--- src/sv/ffea_pkg.sv ---
`default_nettype none
// ============================================================================
// ffea_pkg: shared types and constants of the first-fit extent allocator
// Request and status codes, reset values of the configuration registers and
// the command and status bundles between controller and datapath.
// ============================================================================
package ffea_pkg;

    // Default sizing
    localparam int MAX_EXTENTS_DEF = 64;
    localparam int ADDR_BITS_DEF   = 32;

    // External field widths
    localparam int FIELD_W   = 32;
    localparam int CFG_IDX_W = 2;

    // Configuration register indexes
    localparam logic [CFG_IDX_W-1:0] CFG_HEAP_BASE    = 2'd0;
    localparam logic [CFG_IDX_W-1:0] CFG_MEM_LIMIT    = 2'd1;
    localparam logic [CFG_IDX_W-1:0] CFG_KERNEL_START = 2'd2;

    // Configuration reset values
    localparam logic [FIELD_W-1:0] HEAP_BASE_RST    = 32'h0010_0000;
    localparam logic [FIELD_W-1:0] MEM_LIMIT_RST    = 32'h0100_0000;
    localparam logic [FIELD_W-1:0] KERNEL_START_RST = 32'h0000_0000;

    typedef enum logic [1:0] {
        MODE_INIT   = 2'd0,
        MODE_ALLOC  = 2'd1,
        MODE_FREE   = 2'd2,
        MODE_RESIZE = 2'd3
    } mode_t;

    typedef enum logic [1:0] {
        ST_OK    = 2'd0,
        ST_OOM   = 2'd1,
        ST_FULL  = 2'd2,
        ST_RANGE = 2'd3
    } status_t;

    // Datapath micro-operations
    typedef enum logic [4:0] {
        OP_NONE,
        OP_LOAD,
        OP_INIT,
        OP_SCAN_NEXT,
        OP_SCAN_RST,
        OP_A_TAKE,
        OP_A_FAIL,
        OP_F_BAD,
        OP_F_MERGE_LO,
        OP_F_MERGE_HI,
        OP_F_APPEND,
        OP_F_INS,
        OP_R_SHRINK_HIT,
        OP_R_INS,
        OP_R_GROW_HIT,
        OP_INS_FULL,
        OP_INS_RD,
        OP_INS_WR,
        OP_INS_PUT,
        OP_DEL_RD,
        OP_DEL_WR,
        OP_DEL_FIN
    } dp_op_t;

    typedef struct packed {
        dp_op_t op;
        logic   out_ld;
    } dp_cmd_t;

    typedef struct packed {
        mode_t mode;
        logic  scan_end;     // index reached extent count
        logic  fit;          // current extent holds the request
        logic  alloc_empty;  // allocation empties the extent
        logic  free_bad;     // free range check fails
        logic  len_zero;
        logic  free_below;   // block starts below current extent
        logic  prev_touch;   // previous extent ends at block start
        logic  merge_both;   // merged lower extent reaches current one
        logic  above_touch;  // current extent starts at block end
        logic  full;
        logic  rs_before;    // current extent starts below resize target
        logic  rs_hit;       // current extent starts at resize target
        logic  shrink;
        logic  grow_fit;
        logic  grow_empty;
        logic  del_more;
        logic  ins_more;
        logic  st_ok;
        logic  out_busy;
    } dp_stat_t;

endpackage
`default_nettype wire

--- src/sv/ffea_ctrl.sv ---
`default_nettype none
// ============================================================================
// ffea_ctrl: request sequencer of the first-fit extent allocator
// Walks the extent table, runs the shift loops for insert and delete and
// chains free and allocate for a resize that cannot stay in place.
// ============================================================================
module ffea_ctrl
    import ffea_pkg::*;
(
    input  wire logic     clk,
    input  wire logic     rst_n,
    input  wire logic     in_valid,
    output logic          in_stall,
    input  wire dp_stat_t stat,
    output dp_cmd_t       cmd
);

    typedef enum logic [17:0] {
        S_IDLE     = 18'h00001,
        S_DISPATCH = 18'h00002,
        S_A_RD     = 18'h00004,
        S_A_EV     = 18'h00008,
        S_F_CHK    = 18'h00010,
        S_F_RD     = 18'h00020,
        S_F_EV     = 18'h00040,
        S_R_RD     = 18'h00080,
        S_R_EV     = 18'h00100,
        S_R_DEC    = 18'h00200,
        S_INS_CHK  = 18'h00400,
        S_INS_RD   = 18'h00800,
        S_INS_WR   = 18'h01000,
        S_DEL_CHK  = 18'h02000,
        S_DEL_RD   = 18'h04000,
        S_DEL_WR   = 18'h08000,
        S_FIN      = 18'h10000,
        S_DONE     = 18'h20000
    } state_t;

    state_t state_reg;
    state_t state_next;
    logic   fb_reg;      // resize fallback: allocate after the free
    logic   fb_next;

    always_ff @(posedge clk or negedge rst_n)
    begin
        if (!rst_n)
        begin
            state_reg <= S_IDLE;
            fb_reg    <= 1'b0;
        end
        else
        begin
            state_reg <= state_next;
            fb_reg    <= fb_next;
        end
    end

    assign in_stall = state_reg != S_IDLE;

    // Next state and datapath command
    always_comb
    begin
        state_next = state_reg;
        fb_next    = fb_reg;
        cmd.op     = OP_NONE;
        cmd.out_ld = 1'b0;
        case (state_reg)
            S_IDLE:
            begin
                if (in_valid)
                begin
                    cmd.op     = OP_LOAD;
                    fb_next    = 1'b0;
                    state_next = S_DISPATCH;
                end
            end
            S_DISPATCH:
            begin
                case (stat.mode)
                    MODE_INIT:
                    begin
                        cmd.op     = OP_INIT;
                        state_next = S_FIN;
                    end
                    MODE_ALLOC: state_next = S_A_RD;
                    MODE_FREE:  state_next = S_F_CHK;
                    default:    state_next = S_R_RD;
                endcase
            end

            // first-fit scan
            S_A_RD:
            begin
                if (stat.scan_end)
                begin
                    cmd.op     = OP_A_FAIL;
                    state_next = S_FIN;
                end
                else
                begin
                    state_next = S_A_EV;
                end
            end
            S_A_EV:
            begin
                if (stat.fit)
                begin
                    cmd.op     = OP_A_TAKE;
                    state_next = stat.alloc_empty ? S_DEL_CHK : S_FIN;
                end
                else
                begin
                    cmd.op     = OP_SCAN_NEXT;
                    state_next = S_A_RD;
                end
            end

            // free: range check, then find the slot
            S_F_CHK:
            begin
                if (stat.free_bad)
                begin
                    cmd.op     = OP_F_BAD;
                    state_next = S_FIN;
                end
                else if (stat.len_zero)
                begin
                    state_next = S_FIN;
                end
                else
                begin
                    cmd.op     = OP_SCAN_RST;
                    state_next = S_F_RD;
                end
            end
            S_F_RD:
            begin
                if (stat.scan_end)
                begin
                    if (stat.prev_touch)
                    begin
                        cmd.op     = OP_F_APPEND;
                        state_next = S_FIN;
                    end
                    else
                    begin
                        cmd.op     = OP_F_INS;
                        state_next = S_INS_CHK;
                    end
                end
                else
                begin
                    state_next = S_F_EV;
                end
            end
            S_F_EV:
            begin
                if (stat.free_below)
                begin
                    if (stat.prev_touch)
                    begin
                        cmd.op     = OP_F_MERGE_LO;
                        state_next = stat.merge_both ? S_DEL_CHK : S_FIN;
                    end
                    else if (stat.above_touch)
                    begin
                        cmd.op     = OP_F_MERGE_HI;
                        state_next = S_FIN;
                    end
                    else
                    begin
                        cmd.op     = OP_F_INS;
                        state_next = S_INS_CHK;
                    end
                end
                else
                begin
                    cmd.op     = OP_SCAN_NEXT;
                    state_next = S_F_RD;
                end
            end

            // resize: find the first extent at or above the block end
            S_R_RD:
            begin
                state_next = stat.scan_end ? S_R_DEC : S_R_EV;
            end
            S_R_EV:
            begin
                if (stat.rs_before)
                begin
                    cmd.op     = OP_SCAN_NEXT;
                    state_next = S_R_RD;
                end
                else
                begin
                    state_next = S_R_DEC;
                end
            end
            S_R_DEC:
            begin
                if (stat.shrink)
                begin
                    if (stat.rs_hit)
                    begin
                        cmd.op     = OP_R_SHRINK_HIT;
                        state_next = S_FIN;
                    end
                    else
                    begin
                        cmd.op     = OP_R_INS;
                        state_next = S_INS_CHK;
                    end
                end
                else if (stat.rs_hit && stat.grow_fit)
                begin
                    cmd.op     = OP_R_GROW_HIT;
                    state_next = stat.grow_empty ? S_DEL_CHK : S_FIN;
                end
                else
                begin
                    fb_next    = 1'b1;
                    state_next = S_F_CHK;
                end
            end

            // insert: shift entries up one slot from the top
            S_INS_CHK:
            begin
                if (stat.full)
                begin
                    cmd.op     = OP_INS_FULL;
                    state_next = S_FIN;
                end
                else if (stat.ins_more)
                begin
                    state_next = S_INS_RD;
                end
                else
                begin
                    cmd.op     = OP_INS_PUT;
                    state_next = S_FIN;
                end
            end
            S_INS_RD:
            begin
                cmd.op     = OP_INS_RD;
                state_next = S_INS_WR;
            end
            S_INS_WR:
            begin
                cmd.op     = OP_INS_WR;
                state_next = S_INS_CHK;
            end

            // delete: shift entries down one slot
            S_DEL_CHK:
            begin
                if (stat.del_more)
                begin
                    state_next = S_DEL_RD;
                end
                else
                begin
                    cmd.op     = OP_DEL_FIN;
                    state_next = S_FIN;
                end
            end
            S_DEL_RD:
            begin
                cmd.op     = OP_DEL_RD;
                state_next = S_DEL_WR;
            end
            S_DEL_WR:
            begin
                cmd.op     = OP_DEL_WR;
                state_next = S_DEL_CHK;
            end

            S_FIN:
            begin
                if (fb_reg)
                begin
                    fb_next = 1'b0;
                    if (stat.st_ok)
                    begin
                        cmd.op     = OP_SCAN_RST;
                        state_next = S_A_RD;
                    end
                    else
                    begin
                        state_next = S_DONE;
                    end
                end
                else
                begin
                    state_next = S_DONE;
                end
            end
            S_DONE:
            begin
                if (!stat.out_busy)
                begin
                    cmd.out_ld = 1'b1;
                    state_next = S_IDLE;
                end
            end
            default: state_next = S_IDLE;
        endcase
    end

endmodule
`default_nettype wire

--- config.mk ---
export PLATFORM = sky130hd
export DESIGN_NAME = ffea_ctrl
export DESIGN_NICKNAME = d
export VERILOG_FILES = /design/src/sv/ffea_pkg.sv /design/src/sv/ffea_ctrl.sv
export SDC_FILE = /design/constraint.sdc
export NUM_CORES = 1
export LEC_CHECK = 0
export ABC_AREA = 0
export BUFFER_PORTS_ARGS = -buffer_cell sky130_fd_sc_hd__buf_2
export CAP_MARGIN = 20
export CORE_UTILIZATION = 49
export CTS_CLUSTER_DIAMETER = 80
export DETAILED_ROUTE_END_ITERATION = 10
export PLACE_DENSITY = 0.8
export SETUP_SLACK_MARGIN = 0.02
export SLEW_MARGIN = 10
export SYNTH_ARGS = -nofsm -noshare
export SYNTH_HDL_FRONTEND = slang
export SYNTH_SLANG_ARGS = --single-unit
--- constraint.sdc ---
create_clock -name clk -period 1.8 [get_ports clk]
set_input_delay 0.36 -clock clk [delete_from_list [all_inputs] [get_ports clk]]
set_output_delay 0.36 -clock clk [all_outputs]
set_load 0.1 [all_outputs]
==> out/qor.csv, run 1 <==
stage;metric;value;unit
outcome;status;aborted with a tool error;
outcome;Halt Stage;global routing;
outcome;First Err;[ERROR GRT-0232] Routing congestion too high. Check the congestion heatmap in the GUI.;
clock_tree;TritonCTS Sinks;19;
logic_synthesis;Post-synth top flop;dfrtp_1;
clock_tree;H-tree depth;1;
floorplanning;I/O pin total;31;
logic_synthesis;Cell Area, Synth;0.001483;mm²
logic_synthesis;Synth async-reset ratio;100.0;%
place;placed instance area;0.002271;mm²
logic_synthesis;Mapped Cells;168;
logic_synthesis;Synthesized Nets;192;
grt;gr ovfl total;130;
timing;worst_ep grt;cmd[2];
logic_synthesis;warnings from Yosys;0;
logic_synthesis;post-synthesis cell type count;47;
clock_tree;Num CTS Buffers;3;
logic_synthesis;top-area cell type share of the netlist area;30.38;%
clock_tree;clk buf depth;2;
clock_tree;root buffer cell;clkbuf_4;
place;DP HPWL;4.656;mm
floorplanning;Die Width;57.01;µm
grt;largest net degree at the start of global routing;20;
timing;worst endpoint type;top-level output;
logic_synthesis;EDFF count, synth;0;
logic_synthesis;flops & latches, synth;19;
place;pre-CTS setup slack;-0.6368;ns
logic_synthesis;cell taking the most area after synthesis;dfrtp_1;
logic_synthesis;synth cell count leaders;18 x dfrtp_1, 17 x nand2_1, 15 x nor2_1, 7 x nand3_1, 7 x nor4b_1;
place;# port buffers;30;
logic_synthesis;register area share after synthesis;32.15;%
floorplanning;die extent in y;57.01;µm
floorplanning;Placement Rows;19;
logic_synthesis;most numerous cell in the Yosys netlist;dfrtp_1;
floorplanning;Initial Util;52.85;%
logic_synthesis;Avg Synthesized Cell Area;8.825;µm²
logic_synthesis;main area contributors after synthesis;dfrtp_1 30%, nor4_4 5.7%, nand2_1 4.3%;
grt;Total GRT Usage;83.15;%
place;placer congestion estimate;0.9475;
stage by stage:
step	hold WS [ns]	utilization, %	std cells
floorplan	0.06441	-	168
global placement	0.3293	80.95	289
detailed placement	0.3306	80.95	289
CTS	0.1882	92.15	304
repair_timing:
action / in CTS
setup buffers: 12
hold buffers: 1
pin swaps: 18
setup endpoints to repair: 18
endpoints found under the hold margin: 18
gates cloned: 0
resized for setup: 45
kinds of logic after synthesis:
kind of cell           after synthesis  synth area share, %
XOR/XNOR                             5                2.953
buffers and inverters                8                2.363
AND/OR/NAND/NOR                    101                45.40
flip-flops                          19                32.15
AO/OA/AOI/OAI                       35                17.13
layer usage:
layer | track usage [%] | GRT overflow
met1 | 80.90 | 0
met2 | 107.9 | 78
met3 | 53.74 | 0
met4 | 99.65 | 52
met5 | 4.762 | 0
==> inputs of run 2 (changes only) <==
--- a/config.mk
+++ b/config.mk
@@ -8,11 +8,9 @@
 export ABC_AREA = 0
 export BUFFER_PORTS_ARGS = -buffer_cell sky130_fd_sc_hd__buf_2
 export CAP_MARGIN = 20
-export CORE_UTILIZATION = 49
-export CTS_CLUSTER_DIAMETER = 80
+export CORE_UTILIZATION = 40
 export DETAILED_ROUTE_END_ITERATION = 10
-export PLACE_DENSITY = 0.8
-export SETUP_SLACK_MARGIN = 0.02
+export PLACE_DENSITY_LB_ADDON = 0.15
 export SLEW_MARGIN = 10
 export SYNTH_ARGS = -nofsm -noshare
 export SYNTH_HDL_FRONTEND = slang
==> constraint.sdc (replaced) <==
create_clock -name clk -period 2.3 [get_ports clk]
set_input_delay 0.46 -clock clk [delete_from_list [all_inputs] [get_ports clk]]
set_output_delay 0.46 -clock clk [all_outputs]
set_load 0.1 [all_outputs]
==> out/qor.csv, run 2 <==
stage;metric;value;unit;change
floorplanning;Die Footprint;0.003954;mm²;
logic_synthesis;Avg Synthesized Cell Area;8.825;µm²;unchanged
clock_tree;Hold Buf Count CTS;0;;-1
detailed_routing;routed wire length;5.758;mm;
detailed_routing;Vias/cell;6.056;;
timing;final setup TNS;-1.520;ns;
detailed_routing;DRT antenna net count;0;;
cells_and_area;Post-Layout Cell Count;304;;
timing;clock skew;0.006380;ns;
clock_tree;H-tree depth;1;;unchanged
cells_and_area;share of cells above drive strength 1;51.16;%;
detailed_routing;via count;1841;;
hold_path;Hold WC Path Type;input pin to asynchronous set/reset pin;;
cells_and_area;fin nets;283;;
setup_path;CP startpoint kind;flip-flop;;
clock_tree;CTS tree;built;;
place;placer congestion estimate;0.9207;;-2.8%
logic_synthesis;top-area cell type share of the netlist area;30.38;%;unchanged
cells_and_area;area of the multi-input gates;0.001187;mm²;
setup_path;crit path max-delay cell type;dfrtp_1;;
cells_and_area;# fillers;259;;
timing;slew of the pin with the lowest slew margin;0.5579;ns;
timing;Tcrit/Tclk final;116.0;%;
logic_synthesis;most numerous cell in the Yosys netlist;dfrtp_1;;
cells_and_area;Inserted Diodes;0;;
grt;gr ovfl total;0;;
cells_and_area;fin util;72.70;%;
logic_synthesis;register area share after synthesis;32.15;%;unchanged
timing;Worst slew margin;61.85;%;
detailed_routing;routed length per instance;18.94;µm;
setup_path;Worst Path Max Fanout;4;;
clock_tree;TritonCTS Sinks;19;;unchanged
floorplanning;die extent in y;62.88;µm;+10%
grt;initial antenna violation count;0;;
timing;minimum clock period;2.668;ns;
place;DP HPWL;4.119;mm;-12%
floorplanning;Initial Util;43.08;%;-9.8 points
timing;Setup WS post-layout;-0.3680;ns;
clock_tree;Num CTS Buffers;3;;unchanged
detailed_routing;DR iter-0 viols;122;;
floorplanning;core footprint;0.003442;mm²;
outcome;failing checks;negative setup slack;;
setup_path;Critical Path AT;2.21;ns;
outcome;status;finished with violations;;
cells_and_area;commonest non-fill, non-tap cell in the layout;buf_4;;
detailed_routing;router iterations before antenna repair;4;;
timing;RSZ-0062 raised after global routing;yes;;
pwr;Leakage;1.129;nW;
floorplanning;I/O pin total;31;;unchanged
logic_synthesis;warnings from Yosys;0;;unchanged
logic_synthesis;Mapped Cells;168;;unchanged
cells_and_area;Layout area overhead;68.78;%;
grt;largest net degree at the start of global routing;20;;
grt;vias in the first global route;1787;;
clock_tree;Clk Latency, worst-skew pair;0.26;ns;
cells_and_area;most frequent cells in the layout;56 x buf_4, 23 x buf_2, 17 x dfrtp_1;;
timing;Fmax;374.8;MHz;
setup_path;critical path class;flip-flop to output pin;;
setup_path;crit path from;state_reg[10]$_DFFE_PN0P_;;
logic_synthesis;Synthesized Nets;192;;unchanged
detailed_routing;# DRC;0;;
logic_synthesis;Post-synth top flop;dfrtp_1;;
setup_path;crit path cell chain;nor4_4 -> buf_4 -> nand4_1 -> buf_4 -> o32ai_2 -> nor2_1 -> nand3_1 -> buf_12;;
setup_path;Worst path most repeated cell;buf_4;;
logic_synthesis;EDFF count, synth;0;;unchanged
floorplanning;Die Width;62.88;µm;+10%
grt;first-pass GRT wire length;8.901;mm;
logic_synthesis;Synth async-reset ratio;100.0;%;unchanged
timing;Fin. Hold Viols;0;;
clock_tree;clk buf depth;2;;unchanged
pwr;Peak VDD IR;0.0002946;V;
timing;# setup viols final;8;;
clock_tree;root buffer cell;clkbuf_8;;
logic_synthesis;post-synthesis cell type count;47;;unchanged
timing;Pins Over Slew Limit;0;;
logic_synthesis;main area contributors after synthesis;dfrtp_1 30%, nor4_4 5.7%, nand2_1 4.3%;;
setup_path;Worst Setup End Kind;output pin;;
setup_path;Critical Path RT;1.84;ns;
grt;Total GRT Usage;29.34;%;
setup_path;CP delay by family, top;simple AND/OR/NAND/NOR gates;;
place;# port buffers;30;;unchanged
floorplanning;Placement Rows;21;;+2
cells_and_area;max reg flops;18;;
cells_and_area;FF/Latch Area;478.0;µm²;
setup_path;Crit path buffers/inverters;3;;
logic_synthesis;Cell Area, Synth;0.001483;mm²;unchanged
logic_synthesis;flops & latches, synth;19;;unchanged
flow_run;Max Cap Viol;0;;
logic_synthesis;cell taking the most area after synthesis;dfrtp_1;;
logic_synthesis;synth cell count leaders;18 x dfrtp_1, 17 x nand2_1, 15 x nor2_1, 7 x nand3_1, 7 x nor4b_1;;
clock_tree;clock-pin slew on the worst setup and hold paths;0.08;ns;
setup_path;worst stage delay on the critical path;0.43;ns;
place;Placed Cells;289;;unchanged
setup_path;worst r2r src;state_reg[0]$_DFFE_PN1P_;;
pwr;Pwr Density;715.7;mW/mm²;
## run 2: power by group
| part | switching [mW] | leakage [nW] | internal (mW) |
|---|---|---|---|
| logic | 0.658 | 0.847 | 0.483 |
| clock network | 0.123 | 0.0228 | 0.123 |
| registers | 0.0370 | 0.259 | 0.367 |
## run 2: worst paths after layout
| path | end | slack [ns] | depth (start not counted) |
|---|---|---|---|
| worst max-delay path | cmd[2] | -0.37 | 8 |
| worst min-delay path | state_reg[1]$_DFFE_PN0P_ | 0.14 | 1 |
| worst max register to register | state_reg[16]$_DFFE_PN0P_ | -0.02 | 10 |
| worst min register to register | state_reg[2]$_DFFE_PN0P_ | 0.59 | 2 |
| max in group asynchronous | state_reg[0]$_DFFE_PN1P_ | 1.82 | 1 |
| min in group clk | state_reg[0]$_DFFE_PN1P_ | 0.35 | 2 |
## run 2: per-layer routing
layer	GRT usage (%)	wire, µm
met5	0	0
met4	11.05	197
met3	5.474	409
met2	47.98	2804
met1	38.00	2346
## run 2: what timing repair did
action                     CTS  global route
gates resized for setup     32            12
pin swaps                   12            14
setup endpoints to repair    7             7
buffers inserted             6             5
## run 2: cell families after synthesis
kind of cell	share of synthesized area [%]
AO/OA/AOI/OAI	17.13
XOR/XNOR	2.953
AND/OR/NAND/NOR	45.40
buffers and inverters	2.363
flip-flops	32.15
## run 2: metrics by stage
step | worst slack, ns | area, µm² | hold slack [ns] | power (mW)
2_1_floorplan | -0.4318 | 1540 | 0.1644 | 0.9481
3_3_place_gp | -0.1337 | 2175 | 0.4223 | 1.272
3_5_place_dp | -0.1518 | 2175 | 0.4301 | 1.285
4_1_cts | -0.2572 | 2404 | 0.1496 | 1.676
5_1_grt | -0.4350 | 2502 | 0.1774 | 1.868
6_report | -0.3680 | 2502 | 0.1379 | 1.791
## run 2: cell type report
class	count	share of cell area, %
Timing Repair Buffer	91	28.90
Multi-Input combinational cell	141	47.45
Sequential cell	19	19.10
Clock buffer	4	1.800
Inverter	3	0.4500
Tap cell	46	2.300
No activity file was read; power rests on OpenSTA's default activity.
==> inputs of run 3 (changes only) <==
--- a/config.mk
+++ b/config.mk
@@ -8,10 +8,12 @@
 export ABC_AREA = 0
 export BUFFER_PORTS_ARGS = -buffer_cell sky130_fd_sc_hd__buf_2
 export CAP_MARGIN = 20
+export CELL_PAD_IN_SITES_DETAIL_PLACEMENT = 0
+export CELL_PAD_IN_SITES_GLOBAL_PLACEMENT = 1
 export CORE_UTILIZATION = 40
 export DETAILED_ROUTE_END_ITERATION = 10
 export PLACE_DENSITY_LB_ADDON = 0.15
-export SLEW_MARGIN = 10
+export SLEW_MARGIN = 20
 export SYNTH_ARGS = -nofsm -noshare
 export SYNTH_HDL_FRONTEND = slang
 export SYNTH_SLANG_ARGS = --single-unit
==> out/qor.csv, run 3 (synthesis gave the netlist of run 2 again) <==
stage;metric;value;unit;change
floorplanning;Placement Rows;21;;unchanged
detailed_routing;routed length per instance;18.25;µm;-3.7%
timing;RSZ-0062 raised after global routing;yes;;
floorplanning;Initial Util;43.08;%;unchanged
setup_path;crit path max-delay cell type;dfrtp_2;;
pwr;Peak VDD IR;0.0005454;V;+85%
clock_tree;Clk Latency, worst-skew pair;0.26;ns;about the same
place;pre-CTS setup slack;-0.1931;ns;-0.04127 ns
setup_path;CP delay by family, top;simple AND/OR/NAND/NOR gates;;
cells_and_area;commonest non-fill, non-tap cell in the layout;buf_4;;
detailed_routing;router iterations before antenna repair;5;;+1
setup_path;worst stage delay on the critical path;0.46;ns;+0.03 ns
clock_tree;CTS tree;built;;
detailed_routing;Vias/cell;6.102;;+0.77%
setup_path;Crit path buffers/inverters;2;;-1
grt;initial antenna violation count;0;;unchanged
setup_path;CP startpoint kind;flip-flop;;
hold_path;Hold WC Path Type;input pin to asynchronous set/reset pin;;
setup_path;Worst Path Max Fanout;6;;+2
clock_tree;H-tree depth;1;;unchanged
detailed_routing;DR iter-0 viols;117;;-4.1%
detailed_routing;routed wire length;5.529;mm;-4.0%
setup_path;CP Depth;7;;-1
setup_path;crit path cell chain;nor4_4 -> buf_4 -> and3_4 -> and4b_1 -> a31oi_2 -> nand4_1 -> buf_12;;
timing;Tcrit/Tclk final;115.6;%;-0.37 points
grt;first-pass GRT wire length;9.080;mm;+2.0%
timing;Setup WS post-layout;-0.3594;ns;+0.008614 ns
cells_and_area;Inserted Diodes;0;;unchanged
clock_tree;TritonCTS Sinks;19;;unchanged
timing;slew of the pin with the lowest slew margin;0.4525;ns;-0.1054 ns
cells_and_area;fin util;72.30;%;-0.40 points
clock_tree;Num CTS Buffers;3;;unchanged
timing;clock skew;0.001507;ns;-0.004872 ns
setup_path;Worst Setup End Kind;output pin;;
floorplanning;I/O pin total;31;;unchanged
clock_tree;clock-pin slew on the worst setup and hold paths;0.07;ns;about the same
timing;Fin. Hold Viols;0;;unchanged
cells_and_area;max reg flops;18;;unchanged
setup_path;FF-to-FF path depth;6;;-4
cells_and_area;share of cells above drive strength 1;52.53;%;+1.4 points
clock_tree;Hold Buf Count CTS;0;;unchanged
floorplanning;core footprint;0.003442;mm²;unchanged
floorplanning;die extent in y;62.88;µm;unchanged
place;# port buffers;30;;unchanged
timing;final hold slack;0.1328;ns;-0.005069 ns
cells_and_area;fin nets;282;;-0.35%
timing;# setup viols final;6;;-2
grt;largest net degree at the start of global routing;20;;unchanged
floorplanning;Die Width;62.88;µm;unchanged
timing;Worst slew margin;69.06;%;+7.2 points
cells_and_area;most frequent cells in the layout;57 x buf_4, 23 x buf_2, 14 x nand2_1;;
outcome;status;finished with violations;;
setup_path;Critical Path RT;1.84;ns;about the same
cells_and_area;Layout area overhead;67.85;%;
floorplanning;Die Footprint;0.003954;mm²;unchanged
setup_path;Critical Path AT;2.20;ns;about the same
timing;Fmax;376.0;MHz;+0.32%
pwr;Pwr Density;720.1;mW/mm²;+0.61%
clock_tree;clk buf depth;2;;unchanged
timing;minimum clock period;2.659;ns;-0.008614 ns
place;placed instance area;0.002160;mm²;-0.69%
pwr;Leakage;1.118;nW;-0.95%
cells_and_area;Finished Cell Area;0.002489;mm²;-0.55%
outcome;failing checks;negative setup slack;;
detailed_routing;via count;1849;;+0.43%
grt;Total GRT Usage;29.93;%;+0.60 points
flow_run;Max Cap Viol;0;;unchanged
setup_path;critical path class;flip-flop to output pin;;
timing;Pins Over Slew Limit;0;;unchanged
grt;gr ovfl total;0;;unchanged
place;DP HPWL;4.023;mm;-2.3%
timing;final setup TNS;-1.619;ns;-0.09901 ns
clock_tree;root buffer cell;clkbuf_8;;
grt;vias in the first global route;1875;;+4.9%
detailed_routing;DRT antenna net count;0;;unchanged
place;placer congestion estimate;0.9586;;+4.1%
detailed_routing;# DRC;0;;unchanged
[run 3: changes by cell type in the layout (fill, tap and decap cells not counted), sizes merged]
cell	previous run	this run
buf	91	90
clkbuf	4	3
clkinv	0	1
[run 3: report_power, final]
| group | switching, mW | internal [mW] |
|---|---|---|
| sequential | 0.0308 | 0.367 |
| combinational | 0.654 | 0.500 |
| clock | 0.119 | 0.121 |
[run 3: final cells by class]
| class | count | area (µm²) |
|---|---|---|
| fill | 251 | 953.4 |
| clock inverter | 1 | 5.005 |
| clock buffer | 3 | 41.29 |
| tap | 46 | 57.56 |
| multi-input combinational | 141 | 1172 |
| timing repair buffer | 90 | 716.9 |
| inverter | 3 | 11.26 |
| sequential | 19 | 484.2 |
[run 3: stage by stage]
stage | std cells | power [mW]
2_1_floorplan | 168 | 0.9481
3_3_place_gp | 287 | 1.252
3_5_place_dp | 287 | 1.274
4_1_cts | 299 | 1.692
5_1_grt | 303 | 1.874
6_report | 303 | 1.792
[run 3: routing by layer]
| layer | share of wire (%) | track usage (%) |
|---|---|---|
| met2 | 48 | 50.27 |
| met3 | 6.7 | 4.380 |
| met5 | 0 | 0 |
| met1 | 40 | 36.32 |
| met4 | 5.0 | 16.57 |
[run 3: path summary, 6_finish.rpt]
check | to | slack, ns | from
worst max-delay path | cmd[3] | -0.36 | state_reg[11]$_DFFE_PN0P_
worst min-delay path | state_reg[14]$_DFFE_PN0P_ | 0.13 | rst_n
worst max register to register | state_reg[16]$_DFFE_PN0P_ | 0.24 | state_reg[0]$_DFFE_PN1P_
worst min register to register | state_reg[2]$_DFFE_PN0P_ | 0.59 | fb_reg$_DFFE_PN0P_
max in group asynchronous | state_reg[7]$_DFFE_PN0P_ | 1.83 | rst_n
min in group clk | state_reg[0]$_DFFE_PN1P_ | 0.35 | in_valid
[run 3: timing repair]
action / in CTS / in global routing
cloned: 0 / 0
setup buffers: 8 / 4
pin swaps: 16 / 11
gates resized for setup: 29 / 16
endpoints found under the setup margin: 7 / 7
hold endpoints to repair: 0 / 0
==> inputs of run 4 (changes only) <==
--- a/config.mk
+++ b/config.mk
@@ -12,7 +12,7 @@
 export CELL_PAD_IN_SITES_GLOBAL_PLACEMENT = 1
 export CORE_UTILIZATION = 40
 export DETAILED_ROUTE_END_ITERATION = 10
-export PLACE_DENSITY_LB_ADDON = 0.15
+export PLACE_DENSITY = 0.81
 export SLEW_MARGIN = 20
 export SYNTH_ARGS = -nofsm -noshare
 export SYNTH_HDL_FRONTEND = slang
==> out/qor.csv, run 4 (synthesis gave the netlist of run 2 again) <==
stage;metric;value;unit;change
cells_and_area;most frequent cells in the layout;62 x buf_4, 23 x buf_2, 16 x dfrtp_1;;
clock_tree;Clk Latency, worst-skew pair;0.27;ns;about the same
clock_tree;Num CTS Buffers;3;;unchanged
clock_tree;H-tree depth;1;;unchanged
cells_and_area;Layout area overhead;74.60;%;
detailed_routing;routed wire length;5.919;mm;+7.1%
setup_path;worst reg2reg path endpoint;state_reg[16]$_DFFE_PN0P_;;
pwr;Pwr Density;752.1;mW/mm²;+4.4%
timing;final hold slack;0.1242;ns;-0.008639 ns
setup_path;critical path class;flip-flop to output pin;;
flow_run;Max Cap Viol;0;;unchanged
cells_and_area;Inserted Diodes;0;;unchanged
setup_path;Critical Path RT;1.84;ns;about the same
cells_and_area;commonest non-fill, non-tap cell in the layout;buf_4;;
floorplanning;Initial Util;43.08;%;unchanged
cells_and_area;Post-Layout Cell Count;312;;+3.0%
detailed_routing;routed length per instance;18.97;µm;+4.0%
timing;# setup viols final;7;;+1
floorplanning;Die Footprint;0.003954;mm²;unchanged
detailed_routing;router iterations before antenna repair;4;;-1
pwr;Leakage;1.187;nW;+6.1%
outcome;status;finished with violations;;
setup_path;Crit path buffers/inverters;3;;+1
cells_and_area;# fillers;239;;-4.8%
detailed_routing;Vias/cell;6.103;;about the same
place;Placed Cells;295;;+2.8%
detailed_routing;via count;1904;;+3.0%
setup_path;Worst path most repeated cell;buf_4;;
setup_path;CP delay by family, top;simple AND/OR/NAND/NOR gates;;
cells_and_area;share of cells above drive strength 1;53.38;%;+0.85 points
grt;first-pass GRT wire length;9.059;mm;-0.23%
grt;initial antenna violation count;0;;unchanged
grt;gr ovfl total;0;;unchanged
grt;vias in the first global route;1865;;-0.53%
clock_tree;clock-pin slew on the worst setup and hold paths;0.08;ns;about the same
cells_and_area;area of the multi-input gates;0.001179;mm²;+0.53%
cells_and_area;fin util;75.21;%;+2.9 points
clock_tree;clk buf depth;2;;unchanged
outcome;failing checks;negative setup slack;;
timing;clock skew;0.007949;ns;+0.006441 ns
setup_path;crit path cell chain;nor4_4 -> buf_4 -> nand3_2 -> nor3_2 -> a2111oi_2 -> buf_4 -> nand4_1 -> buf_12;;
floorplanning;core footprint;0.003442;mm²;unchanged
timing;Worst slew margin;65.37;%;-3.7 points
cells_and_area;FF/Latch Area;479.2;µm²;-1.0%
grt;Total GRT Usage;30.14;%;+0.21 points
place;# port buffers;30;;unchanged
floorplanning;I/O pin total;31;;unchanged
setup_path;worst r2r src;state_reg[0]$_DFFE_PN1P_;;
setup_path;worst stage delay on the critical path;0.46;ns;about the same
setup_path;Worst Setup End Kind;output pin;;
setup_path;FF-to-FF path depth;6;;unchanged
setup_path;worst reg2reg setup slack;0.13;ns;-0.11 ns
setup_path;crit path max-delay cell type;dfrtp_1;;
grt;largest net degree at the start of global routing;20;;unchanged
detailed_routing;DR iter-0 viols;151;;+29%
pwr;Peak VDD IR;0.0005974;V;+9.5%
cells_and_area;max reg flops;18;;unchanged
timing;Pins Over Slew Limit;0;;unchanged
place;placer congestion estimate;0.9011;;-6.0%
timing;Fmax;365.5;MHz;-2.8%
detailed_routing;# DRC;0;;unchanged
setup_path;crit path from;state_reg[11]$_DFFE_PN0P_;;
floorplanning;Die Width;62.88;µm;unchanged
pwr;Total Power;1.947;mW;+8.6%
setup_path;Worst Path Max Fanout;5;;-1
clock_tree;root buffer cell;clkbuf_8;;
timing;Fin. Hold Viols;0;;unchanged
timing;minimum clock period;2.736;ns;+0.07652 ns
hold_path;Hold WC Path Type;input pin to asynchronous set/reset pin;;
floorplanning;die extent in y;62.88;µm;unchanged
timing;RSZ-0062 raised after global routing;yes;;
place;DP HPWL;4.074;mm;+1.3%
clock_tree;CTS tree;built;;
timing;slew of the pin with the lowest slew margin;0.5064;ns;+0.05390 ns
clock_tree;Hold Buf Count CTS;0;;unchanged
detailed_routing;DRT antenna net count;0;;unchanged
floorplanning;Placement Rows;21;;unchanged
setup_path;Critical Path AT;2.28;ns;+0.08 ns
cells_and_area;fin nets;291;;+3.2%
timing;Setup WS post-layout;-0.4359;ns;-0.07652 ns
setup_path;CP startpoint kind;flip-flop;;
timing;Tcrit/Tclk final;119.0;%;+3.3 points
clock_tree;TritonCTS Sinks;19;;unchanged
==> run 4: changes by cell type in the layout (fill, tap and decap cells not counted), sizes merged <==
cell    change
clkinv      -1
clkbuf      +1
buf         +9
==> run 4: repair_timing <==
item / 4_1_cts / 5_1_grt
setup endpoints to repair: 7 / 7
resized for setup: 22 / 21
endpoints found under the hold margin: 0 / 0
gates cloned: 0 / 0
setup buffers: 7 / 7
pin swaps: 10 / 11
==> run 4: how the worst max path moves through the flow <==
stage	to	slack (ns)	cells after the start
floorplan	cmd[1]	-0.43	7
global placement	cmd[1]	-0.15	8
detailed placement	cmd[1]	-0.18	8
CTS	cmd[3]	-0.32	7
global route	cmd[2]	-0.52	8
finish	cmd[1]	-0.44	8
==> run 4: stage by stage <==
step           cell area, µm²  setup WS (ns)  setup TNS, ns
2_1_floorplan            1540        -0.4318         -1.326
3_3_place_gp             2220        -0.1531        -0.2461
3_5_place_dp             2220        -0.1782        -0.3749
4_1_cts                  2420        -0.3153         -1.348
5_1_grt                  2589        -0.5174         -2.644
6_report                 2589        -0.4359         -2.020
==> run 4: final cells by class <==
class | count | share of cell area [%]
clock buffers | 4 | 1.740
inverters | 3 | 0.4350
multi-input cells | 141 | 45.53
flip-flops and latches | 19 | 18.51
well taps | 46 | 2.223
repair buffers | 99 | 31.56
==> run 4: layer usage <==
metal	share of wire, %	up-vias	track usage, %	wire, µm
met5	0	-	0	0
met4	4.0	0	16.57	234
met3	7.5	22	4.745	443
met2	49	107	49.60	2917
met1	39	914	37.26	2324
li1	-	861	-	-
==> run 4: report_power, final <==
part           internal, mW  total (mW)  switching, mW  leakage (nW)
registers             0.367       0.402         0.0354         0.257
logic                 0.599        1.30          0.698         0.906
clock network         0.124       0.247          0.124        0.0228
